<file path="src/rtl/tmpra_pkg.sv">
`timescale 1ns / 1ps
// ----------------------------------------------------------------------------
// tmpra_pkg
// Shared types, codes and the microcode table of the temp register allocator.
// ----------------------------------------------------------------------------
package tmpra_pkg;

	// Operation selector carried on the input beat.
	localparam logic [1:0] MODE_ACQUIRE = 2'd0;
	localparam logic [1:0] MODE_RELEASE = 2'd1;
	localparam logic [1:0] MODE_QUERY   = 2'd2;

	localparam logic [1:0] STATUS_OK        = 2'd0;
	localparam logic [1:0] STATUS_NO_SPILL  = 2'd1;
	localparam logic [1:0] STATUS_UNDERFLOW = 2'd2;
	localparam logic [1:0] STATUS_OVERFLOW  = 2'd3;

	localparam logic [1:0] MOVE_NONE   = 2'd0;
	localparam logic [1:0] MOVE_SPILL  = 2'd1;
	localparam logic [1:0] MOVE_RELOAD = 2'd2;

	// Configuration register indexes.
	localparam logic [1:0] CFG_ACTIVE_SLOTS = 2'd0;
	localparam logic [1:0] CFG_REG_MAP      = 2'd1;
	localparam logic [1:0] CFG_SPILL_ENABLE = 2'd2;
	localparam logic [1:0] CFG_STACK_REG    = 2'd3;

	localparam int REG_BITS     = 8;
	localparam int MAP_SLOTS    = 8;
	localparam int OFFSET_BITS  = 16;
	localparam int WORD_SHIFT   = 2;
	localparam int INUSE_BITS   = 12;
	localparam int INUSE_MAX    = 4095;

	// Result beat layout, lowest bit first.
	localparam int OUT_STATUS_LSB = 0;
	localparam int OUT_PHYS_LSB   = 2;
	localparam int OUT_KIND_LSB   = 10;
	localparam int OUT_OFF_LSB    = 12;
	localparam int OUT_BASE_LSB   = 28;
	localparam int OUT_HELD_LSB   = 36;
	localparam int OUT_INUSE_LSB  = 37;
	localparam int OUT_PEAK_LSB   = 49;
	localparam int OUT_POOL_LSB   = 61;
	localparam int OUT_DATA_BITS  = 64;

	typedef enum logic [2:0] {
		OP_IDLE   = 3'd0,
		OP_LOAD   = 3'd1,
		OP_DECIDE = 3'd2,
		OP_OFFSET = 3'd3,
		OP_LOADF  = 3'd4,
		OP_MULF   = 3'd5,
		OP_FINISH = 3'd6
	} op_t;

	typedef enum logic [1:0] {
		JC_NONE     = 2'd0,
		JC_WAIT_IN  = 2'd1,
		JC_NO_MOVE  = 2'd2,
		JC_OUT_BUSY = 2'd3
	} jcond_t;

	localparam int STEP_W = 3;
	typedef logic [STEP_W-1:0] step_t;

	localparam step_t ST_IDLE   = 3'd0;
	localparam step_t ST_LOAD   = 3'd1;
	localparam step_t ST_DECIDE = 3'd2;
	localparam step_t ST_OFFSET = 3'd3;
	localparam step_t ST_LOADF  = 3'd4;
	localparam step_t ST_MULF   = 3'd5;
	localparam step_t ST_FINISH = 3'd6;

	typedef struct packed {
		op_t    op;
		jcond_t jc;
		step_t  target;
		logic   ret;
	} uword_t;

	// Status seen by the sequencer when it picks the next step.
	typedef struct packed {
		logic in_valid;
		logic no_move;
		logic out_busy;
	} seq_cond_t;

	function automatic uword_t ucode(input step_t step);
		uword_t w;
		w = '{op: OP_IDLE, jc: JC_NONE, target: ST_IDLE, ret: 1'b1};
		case (step)
			ST_IDLE:   w = '{op: OP_IDLE,   jc: JC_WAIT_IN,  target: ST_IDLE,   ret: 1'b0};
			ST_LOAD:   w = '{op: OP_LOAD,   jc: JC_NONE,     target: ST_IDLE,   ret: 1'b0};
			ST_DECIDE: w = '{op: OP_DECIDE, jc: JC_NO_MOVE,  target: ST_LOADF,  ret: 1'b0};
			ST_OFFSET: w = '{op: OP_OFFSET, jc: JC_NONE,     target: ST_IDLE,   ret: 1'b0};
			ST_LOADF:  w = '{op: OP_LOADF,  jc: JC_NONE,     target: ST_IDLE,   ret: 1'b0};
			ST_MULF:   w = '{op: OP_MULF,   jc: JC_NONE,     target: ST_IDLE,   ret: 1'b0};
			ST_FINISH: w = '{op: OP_FINISH, jc: JC_OUT_BUSY, target: ST_FINISH, ret: 1'b1};
			default:   w = '{op: OP_IDLE,   jc: JC_NONE,     target: ST_IDLE,   ret: 1'b1};
		endcase
		return w;
	endfunction

endpackage

</file>
<file path="src/rtl/tmpra_seq.sv">
`timescale 1ns / 1ps
// ----------------------------------------------------------------------------
// tmpra_seq
// Step counter and microcode table that drive the allocator datapath.
// ----------------------------------------------------------------------------
module tmpra_seq (
	input  logic                clk,
	input  logic                arst_n,
	input  tmpra_pkg::seq_cond_t cond,
	output tmpra_pkg::op_t      op
);
	import tmpra_pkg::*;

	step_t  step_q;
	uword_t word_c;
	logic   jump_c;

	always_comb begin
		word_c = ucode(step_q);
		case (word_c.jc)
			JC_NONE:     jump_c = 1'b0;
			JC_WAIT_IN:  jump_c = !cond.in_valid;
			JC_NO_MOVE:  jump_c = cond.no_move;
			JC_OUT_BUSY: jump_c = cond.out_busy;
			default:     jump_c = 1'b0;
		endcase
	end

	assign op = word_c.op;

	always_ff @(posedge clk or negedge arst_n) begin
		if (!arst_n) begin
			step_q <= ST_IDLE;
		end else if (jump_c) begin
			step_q <= word_c.target;
		end else if (word_c.ret) begin
			step_q <= ST_IDLE;
		end else begin
			step_q <= step_q + step_t'(1);
		end
	end

endmodule

</file>
<file path="src/rtl/temp_register_spill_allocator_core.sv">
`timescale 1ns / 1ps
// ----------------------------------------------------------------------------
// temp_register_spill_allocator_core
// Round-robin temp register allocator with spill and reload ordering.
// ----------------------------------------------------------------------------
// A taken beat runs through the load, decide, offset, load-final and multiply
// steps to the finish step, which registers the result; offset is skipped
// without a spill or reload. Items are worked one at a time; finish waits on
// a stalled result. One count read port and one multiplier are shared by steps.
// Reset: counts, peak and valid clear at once; config registers reset too.
// ----------------------------------------------------------------------------
module temp_register_spill_allocator_core #(
	parameter int NUM_SLOTS  = 8,
	parameter int COUNT_BITS = 8
) (
	input  logic        clk,
	input  logic        arst_n,
	input  logic        s_tvalid,
	output logic        s_tready,
	input  logic [7:0]  s_tdata,   // query_reg
	input  logic [1:0]  s_tuser,   // mode
	output logic        m_tvalid,
	input  logic        m_tready,
	// status, phys_reg, move_kind, stack_offset, base_reg, still_held,
	// temps_in_use, peak_in_use, is_pool_reg, zero fill
	output logic [63:0] m_tdata,
	input  logic        cfg_wr_en,
	input  logic [1:0]  cfg_index,
	input  logic [63:0] cfg_data
);
	import tmpra_pkg::*;

	localparam int IDX_W  = (NUM_SLOTS > 1) ? $clog2(NUM_SLOTS) : 1;
	localparam int N_W    = $clog2(NUM_SLOTS + 1);
	localparam int PROD_W = COUNT_BITS + N_W;
	localparam int SUM_W  = PROD_W + 2;
	localparam logic [COUNT_BITS-1:0] COUNT_MAX = '1;

	// Configuration registers.
	logic [3:0]             active_slots_q;
	logic [63:0]            reg_map_q;
	logic                   spill_enable_q;
	logic [REG_BITS-1:0]    stack_reg_q;

	logic [COUNT_BITS-1:0]  cnt_q [NUM_SLOTS];
	logic [INUSE_BITS-1:0]  peak_q;

	// Per-item working registers.
	logic [1:0]             mode_q;
	logic [REG_BITS-1:0]    qreg_q;
	logic [IDX_W-1:0]       idx_q;
	logic [COUNT_BITS-1:0]  cur_q;
	logic [COUNT_BITS-1:0]  cval_q;
	logic [PROD_W-1:0]      mul_q;
	logic [1:0]             status_q;
	logic [1:0]             kind_q;
	logic                   held_q;
	logic                   pool_q;
	logic                   upd_peak_q;
	logic [REG_BITS-1:0]    preg_q;
	logic [OFFSET_BITS-1:0] off_q;

	op_t       op;
	seq_cond_t cond;

	logic [N_W-1:0]         n_c;
	logic [REG_BITS-1:0]    regs_c [NUM_SLOTS];
	logic [IDX_W-1:0]       acq_c;
	logic [IDX_W-1:0]       rel_c;
	logic [IDX_W-1:0]       rd_idx_c;
	logic [COUNT_BITS-1:0]  rd_cnt_c;
	logic                   pool_c;

	logic [1:0]             dec_status_c;
	logic [1:0]             dec_kind_c;
	logic                   dec_held_c;
	logic                   dec_wr_c;
	logic                   dec_peak_c;
	logic [COUNT_BITS-1:0]  dec_cval_c;
	logic [COUNT_BITS-1:0]  dec_new_c;

	logic [SUM_W-1:0]       off_sum_c;
	logic [SUM_W-1:0]       inuse_sum_c;
	logic [INUSE_BITS-1:0]  inuse_c;
	logic [INUSE_BITS-1:0]  peak_next_c;
	logic                   out_busy_c;

	// Slot count limit, register per slot, and the two neighbor scans.
	always_comb begin
		if (active_slots_q == 4'd0) begin
			n_c = N_W'(1);
		end else if (32'(active_slots_q) > NUM_SLOTS) begin
			n_c = N_W'(NUM_SLOTS);
		end else begin
			n_c = N_W'(active_slots_q);
		end

		for (int i = 0; i < NUM_SLOTS; i++) begin
			regs_c[i] = (i < MAP_SLOTS) ? REG_BITS'(reg_map_q >> (REG_BITS * i)) : '0;
		end

		// Acquire takes the highest slot whose count is below its lower neighbor.
		acq_c = '0;
		for (int i = 1; i < NUM_SLOTS; i++) begin
			if (i < int'(n_c) && cnt_q[i] < cnt_q[i-1]) begin
				acq_c = IDX_W'(i);
			end
		end

		// Release takes the lowest slot whose count is above its upper neighbor.
		rel_c = IDX_W'(n_c - N_W'(1));
		for (int i = NUM_SLOTS - 2; i >= 0; i--) begin
			if (i + 1 < int'(n_c) && cnt_q[i] > cnt_q[i+1]) begin
				rel_c = IDX_W'(i);
			end
		end

		pool_c = 1'b0;
		for (int i = 0; i < NUM_SLOTS; i++) begin
			if (i < int'(n_c) && regs_c[i] == qreg_q) begin
				pool_c = 1'b1;
			end
		end
	end

	// Single count read port, shared by the chosen slot and the release slot.
	assign rd_idx_c = (op == OP_LOAD && mode_q == MODE_ACQUIRE) ? acq_c : rel_c;
	assign rd_cnt_c = cnt_q[rd_idx_c];

	always_comb begin
		dec_status_c = STATUS_OK;
		dec_kind_c   = MOVE_NONE;
		dec_held_c   = 1'b0;
		dec_wr_c     = 1'b0;
		dec_peak_c   = 1'b0;
		dec_cval_c   = cur_q;
		dec_new_c    = cur_q;
		case (mode_q)
			MODE_ACQUIRE: begin
				if (cur_q != '0 && !spill_enable_q) begin
					dec_status_c = STATUS_NO_SPILL;
				end else if (cur_q == COUNT_MAX) begin
					dec_status_c = STATUS_OVERFLOW;
				end else begin
					dec_kind_c = (cur_q != '0) ? MOVE_SPILL : MOVE_NONE;
					dec_new_c  = cur_q + COUNT_BITS'(1);
					dec_wr_c   = 1'b1;
					dec_peak_c = 1'b1;
				end
			end
			MODE_RELEASE: begin
				if (cur_q == '0) begin
					dec_status_c = STATUS_UNDERFLOW;
				end else begin
					dec_new_c  = cur_q - COUNT_BITS'(1);
					dec_cval_c = dec_new_c;
					dec_held_c = (dec_new_c != '0);
					dec_kind_c = dec_held_c ? MOVE_RELOAD : MOVE_NONE;
					dec_wr_c   = 1'b1;
				end
			end
			default: begin
				dec_status_c = STATUS_OK;
			end
		endcase
	end

	// Offset is 4*((c-1)*n + s + c); only the low bits survive.
	assign off_sum_c   = SUM_W'(mul_q) + SUM_W'(idx_q) + SUM_W'(cval_q);
	assign inuse_sum_c = SUM_W'(mul_q) + SUM_W'(idx_q) + SUM_W'(1);

	always_comb begin
		if (cur_q == '0) begin
			inuse_c = '0;
		end else if (32'(inuse_sum_c) > INUSE_MAX) begin
			inuse_c = INUSE_BITS'(INUSE_MAX);
		end else begin
			inuse_c = INUSE_BITS'(inuse_sum_c);
		end
		peak_next_c = (upd_peak_q && inuse_c > peak_q) ? inuse_c : peak_q;
	end

	assign out_busy_c    = m_tvalid && !m_tready;
	assign s_tready      = (op == OP_IDLE);
	assign cond.in_valid = s_tvalid;
	assign cond.no_move  = (dec_kind_c == MOVE_NONE);
	assign cond.out_busy = out_busy_c;

	tmpra_seq u_seq (
		.clk    (clk),
		.arst_n (arst_n),
		.cond   (cond),
		.op     (op)
	);

	always_ff @(posedge clk or negedge arst_n) begin
		if (!arst_n) begin
			active_slots_q <= 4'd8;
			reg_map_q      <= '0;
			spill_enable_q <= 1'b1;
			stack_reg_q    <= '0;
		end else if (cfg_wr_en) begin
			case (cfg_index)
				CFG_ACTIVE_SLOTS: active_slots_q <= cfg_data[3:0];
				CFG_REG_MAP:      reg_map_q      <= cfg_data;
				CFG_SPILL_ENABLE: spill_enable_q <= cfg_data[0];
				CFG_STACK_REG:    stack_reg_q    <= cfg_data[REG_BITS-1:0];
				default:          stack_reg_q    <= stack_reg_q;
			endcase
		end
	end

	always_ff @(posedge clk or negedge arst_n) begin
		if (!arst_n) begin
			for (int i = 0; i < NUM_SLOTS; i++) begin
				cnt_q[i] <= '0;
			end
			peak_q   <= '0;
			m_tvalid <= 1'b0;
		end else begin
			if (op == OP_DECIDE && dec_wr_c) begin
				cnt_q[idx_q] <= dec_new_c;
			end
			if (op == OP_FINISH && !out_busy_c) begin
				peak_q   <= peak_next_c;
				m_tvalid <= 1'b1;
			end else if (m_tready) begin
				m_tvalid <= 1'b0;
			end
		end
	end

	always_ff @(posedge clk) begin
		case (op)
			OP_IDLE: begin
				if (s_tvalid) begin
					mode_q <= s_tuser;
					qreg_q <= s_tdata;
				end
			end
			OP_LOAD: begin
				idx_q <= rd_idx_c;
				cur_q <= rd_cnt_c;
			end
			OP_DECIDE: begin
				status_q   <= dec_status_c;
				kind_q     <= dec_kind_c;
				held_q     <= dec_held_c;
				upd_peak_q <= dec_peak_c;
				cval_q     <= dec_cval_c;
				pool_q     <= (mode_q == MODE_QUERY) && pool_c;
				preg_q     <= (mode_q == MODE_ACQUIRE || mode_q == MODE_RELEASE) ?
				              regs_c[idx_q] : '0;
				off_q      <= '0;
				mul_q      <= PROD_W'(dec_cval_c - COUNT_BITS'(1)) * PROD_W'(n_c);
			end
			OP_OFFSET: begin
				off_q <= OFFSET_BITS'(off_sum_c) << WORD_SHIFT;
			end
			OP_LOADF: begin
				idx_q <= rel_c;
				cur_q <= rd_cnt_c;
			end
			OP_MULF: begin
				mul_q <= PROD_W'(cur_q - COUNT_BITS'(1)) * PROD_W'(n_c);
			end
			OP_FINISH: begin
				if (!out_busy_c) begin
					m_tdata[OUT_DATA_BITS-1:OUT_POOL_LSB+1] <= '0;
					m_tdata[OUT_STATUS_LSB +: 2]          <= status_q;
					m_tdata[OUT_PHYS_LSB +: REG_BITS]     <= preg_q;
					m_tdata[OUT_KIND_LSB +: 2]            <= kind_q;
					m_tdata[OUT_OFF_LSB +: OFFSET_BITS]   <= off_q;
					m_tdata[OUT_BASE_LSB +: REG_BITS]     <=
						(kind_q != MOVE_NONE) ? stack_reg_q : '0;
					m_tdata[OUT_HELD_LSB]                 <= held_q;
					m_tdata[OUT_INUSE_LSB +: INUSE_BITS]  <= inuse_c;
					m_tdata[OUT_PEAK_LSB +: INUSE_BITS]   <= peak_next_c;
					m_tdata[OUT_POOL_LSB]                 <= pool_q;
				end
			end
			default: begin
				mode_q <= mode_q;
			end
		endcase
	end

endmodule

</file>
<file path="config.mk">
export PLATFORM = sky130hd
export DESIGN_NAME = temp_register_spill_allocator_core
export DESIGN_NICKNAME = d
export VERILOG_FILES = /design/src/rtl/tmpra_pkg.sv /design/src/rtl/tmpra_seq.sv /design/src/rtl/temp_register_spill_allocator_core.sv
export SDC_FILE = /design/constraint.sdc
export NUM_CORES = 1
export LEC_CHECK = 0
export ABC_AREA = 1
export CELL_PAD_IN_SITES_DETAIL_PLACEMENT = 1
export CELL_PAD_IN_SITES_GLOBAL_PLACEMENT = 1
export CORE_UTILIZATION = 49
export DETAILED_ROUTE_END_ITERATION = 8
export DONT_BUFFER_PORTS = 1
export PLACE_DENSITY = 0.89
export SYNTH_ARGS = -nofsm -noshare
export SYNTH_HDL_FRONTEND = slang
export SYNTH_SLANG_ARGS = --single-unit
</file>
<file path="constraint.sdc">
create_clock -name clk -period 7.8 [get_ports clk]
set_clock_uncertainty 0.1 [all_clocks]
set_input_delay 0.78 -clock clk [delete_from_list [all_inputs] [get_ports clk]]
set_output_delay 0.78 -clock clk [all_outputs]
set_load 0.05 [all_outputs]
</file>
==> impl_metrics.tcl <==
set metrics [dict create \
    synthAdderAreaFrac 0.126 \
    finalCritPeriodShare 0.828 \
    grt_pass1_wl_um 89800 \
    ys_ff_latch 287 \
    cp_max_fo 29 \
    drive_gt1_frac 0.0797 \
    htreeDepth 2 \
    grt_pass1_vias 16428 \
    vias 15362 \
    nets 2404 \
    clk_pin_slew_ps 60 \
    fin_crit_ps 6450 \
    tns_ps 0 \
    hp-class "in -> async" \
    timing.rr.start "cur_q[0]" \
    start_util 0.501 \
    synth.avg_cell_area_um2 8.48 \
    wl_per_cell_um 21.6 \
    grt_max_degree 156 \
    drtIter0Drc 1163 \
    top_usage_layer "met2" \
    hold_viol 0 \
    gp_congestion 0.944 \
    netlist_top_cells_area "edfxtp_1, dfrtp_1, nand2_1" \
    io_pins 147 \
    crit_arrival_ps 6670 \
    grtUsageMet2 0.544 \
    grt_usage 0.304 \
    critPathKind "reg -> reg" \
    cts_resized 0 \
    muxShareOfSynthArea 0.0159 \
    worst_pin_slew_ps 1180 \
    worst_path_largest_cell_delay_ps 550 \
    drtAntennaViolNets 0 \
    drc 0 \
    first_pass_iters 5 \
    rsz0062_at_grt "no" \
    die_y_um 196 \
    r2r_end "mul_q[11]" \
    cts_tree "built" \
    cp-start-kind "flop" \
    synth_warnings 0 \
    reg2reg_slack_ps 1350 \
    postSynthCellCount 2175 \
    regArea_mm2 0.00784 \
    cts_root_buffer "clkbuf_16" \
    clockBufferDepth 3 \
    worstPathRequired_ps 8020 \
    ys_types 66 \
    cp_slowest_cell "fa_1" \
    setup_violations 0 \
    synth_compound_area_frac 0.111 \
    drv_slew 0 \
    syn-cell-area_mm2 0.0184 \
    status "finished, final reports clean" \
    hold_buffers 2 \
    io_buffers 0 \
    use_met3 0.0444 \
    met1_usage 0.351 \
    drv_cap 0 \
    synthToLayoutAreaGrowth_pct 8.22 \
    crit_path_end_kind "flop" \
    grt-ovfl-total 0 \
    multiInputGateArea_mm2 0.00898 \
    cts_buffers 34 \
    r2r_cells 32 \
    fill_cells 4371 \
    synth_top_area_share 0.212 \
    wl_um 57400 \
    synth_top_family_by_area "simple AND/OR/NAND/NOR gates" \
    dieWidth_um 196 \
    core_area_mm2 0.0368 \
    drt-vias-per-instance 5.79 \
    die_area_mm2 0.0384 \
    max_slew_margin 0.208 \
    yosysSeqAreaShare 0.425 \
    synthSimpleGateAreaFrac 0.202 \
    max_freq_mhz 155 \
    synth-xor-area-share 0.0307 \
    synth_top_cell_by_area "edfxtp_1" \
    hpwl_um 42200 \
    post_cts_buffers 0 \
    placementRows 70 \
    cts_sinks 287 \
    worstSkewPairLatency_ps 570 \
    antenna_found_initial 1 \
]
-- sequential cells by signal, indices dropped and copies added, names as in the netlist, 3 cells and up --
name / cells
active_slots_q: 4
cnt_q: 64
cur_q: 8
cval_q: 8
idx_q: 3
m_tdata: 60
mul_q: 12
off_q: 14
peak_q: 12
preg_q: 8
qreg_q: 8
reg_map_q: 64
stack_reg_q: 8
u_seq.step_q: 3
-- critical path, delay by kind of cell, from the launching register on --
family	cells	cell delay (ps)
AOI/OAI and AO/OA	6	1200
xor gates and xnor gates	1	310
adders and majority gates	6	2190
buffers and inverters	8	900
DFF	1	510
and+or+nand+nor	11	1000
-- synth_stat cells, drive strengths merged --
library cell / n
a2111oi: 2
xor2: 42
nor3b: 2
dfrtp: 155
o31a: 1
buf: 34
a21boi: 1
o2111ai: 5
o21a: 10
o211ai: 24
a41oi: 9
o221ai: 3
nand3: 124
mux2: 26
o31ai: 1
a221oi: 8
clkbuf: 34
nand2: 503
nor2: 185
o22ai: 10
nor4: 4
nand4: 14
a21o: 2
fa: 34
edfxtp: 130
dfstp: 2
nor3: 20
nand3b: 3
conb: 1
xnor2: 21
o21bai: 4
or2: 7
o21ai: 151
and2: 4
ha: 132
o32ai: 1
and3: 1
clkinv: 3
a31oi: 2
o2111a: 1
a211oi: 2
inv: 344
a21oi: 113
-- worst max-delay path by stage --
| stage | depth (start not counted) | to | from |
|---|---|---|---|
| final | 32 | mul_q[11] | cur_q[0] |
| after global routing | 31 | mul_q[11] | cur_q[0] |
| after CTS | 31 | mul_q[11] | cur_q[0] |
| after detailed placement | 31 | mul_q[11] | cur_q[0] |
| after global placement | 31 | mul_q[11] | cur_q[0] |
| after floorplan | 31 | mul_q[11] | cur_q[0] |
-- kinds of logic (layout without fill, tap and decap cells) --
group | count (synthesis) | after routing
compound gates | 350 | 350
fa+ha+maj | 166 | 166
other cells | 1 | 6
buf+inv | 415 | 419
flops | 287 | 287
mux | 26 | 26
simple gates | 867 | 867
xor+xnor | 63 | 63
-- area by class of cell --
class | count | area share
clock buffer | 38 | 0.0439
timing repair buffer | 10 | 0.00489
inverter | 347 | 0.0656
sequential | 287 | 0.392
antenna | 1 | 0.000125
multi-input combinational | 1477 | 0.450
tap | 468 | 0.0293
clock inverter | 24 | 0.0137
-- layout by cell type (no fill, tap or decap), drive strengths merged, types with 10 or more instances in the layout --
cell / instances
a21oi: 113
clkbuf: 38
clkinv: 12
dfrtp: 155
edfxtp: 130
fa: 34
ha: 132
inv: 351
mux2: 26
nand2: 503
nand3: 124
nand4: 14
nor2: 185
nor3: 20
o211ai: 24
o21a: 10
o21ai: 151
o22ai: 10
xnor2: 21
xor2: 42
-- stage by stage --
| step | std cells | setup WS [ps] | hold slack, ps | area [um2] | utilization |
|---|---|---|---|---|---|
| after floorplan | 2179 | 2390 | 300 | 18500 | - |
| after global placement | 2587 | 1800 | 304 | 18800 | 0.510 |
| after detailed placement | 2587 | 1420 | 306 | 18800 | 0.510 |
| after CTS | 2651 | 1420 | 185 | 20000 | 0.543 |
| after global routing | 2651 | 981 | 200 | 20000 | 0.543 |
| final | 2652 | 1350 | 74.7 | 20000 | 0.543 |
-- layer usage --
| layer | share of wire | vias to the layer above |
|---|---|---|
| met5 | 0.00014 | - |
| met4 | 0.053 | 2 |
| met3 | 0.052 | 178 |
| met2 | 0.51 | 500 |
| met1 | 0.39 | 7608 |
| li1 | - | 7074 |
Power is not shown: default switching activity piles up to over one toggle a cycle in this logic, so the estimate is an artifact.
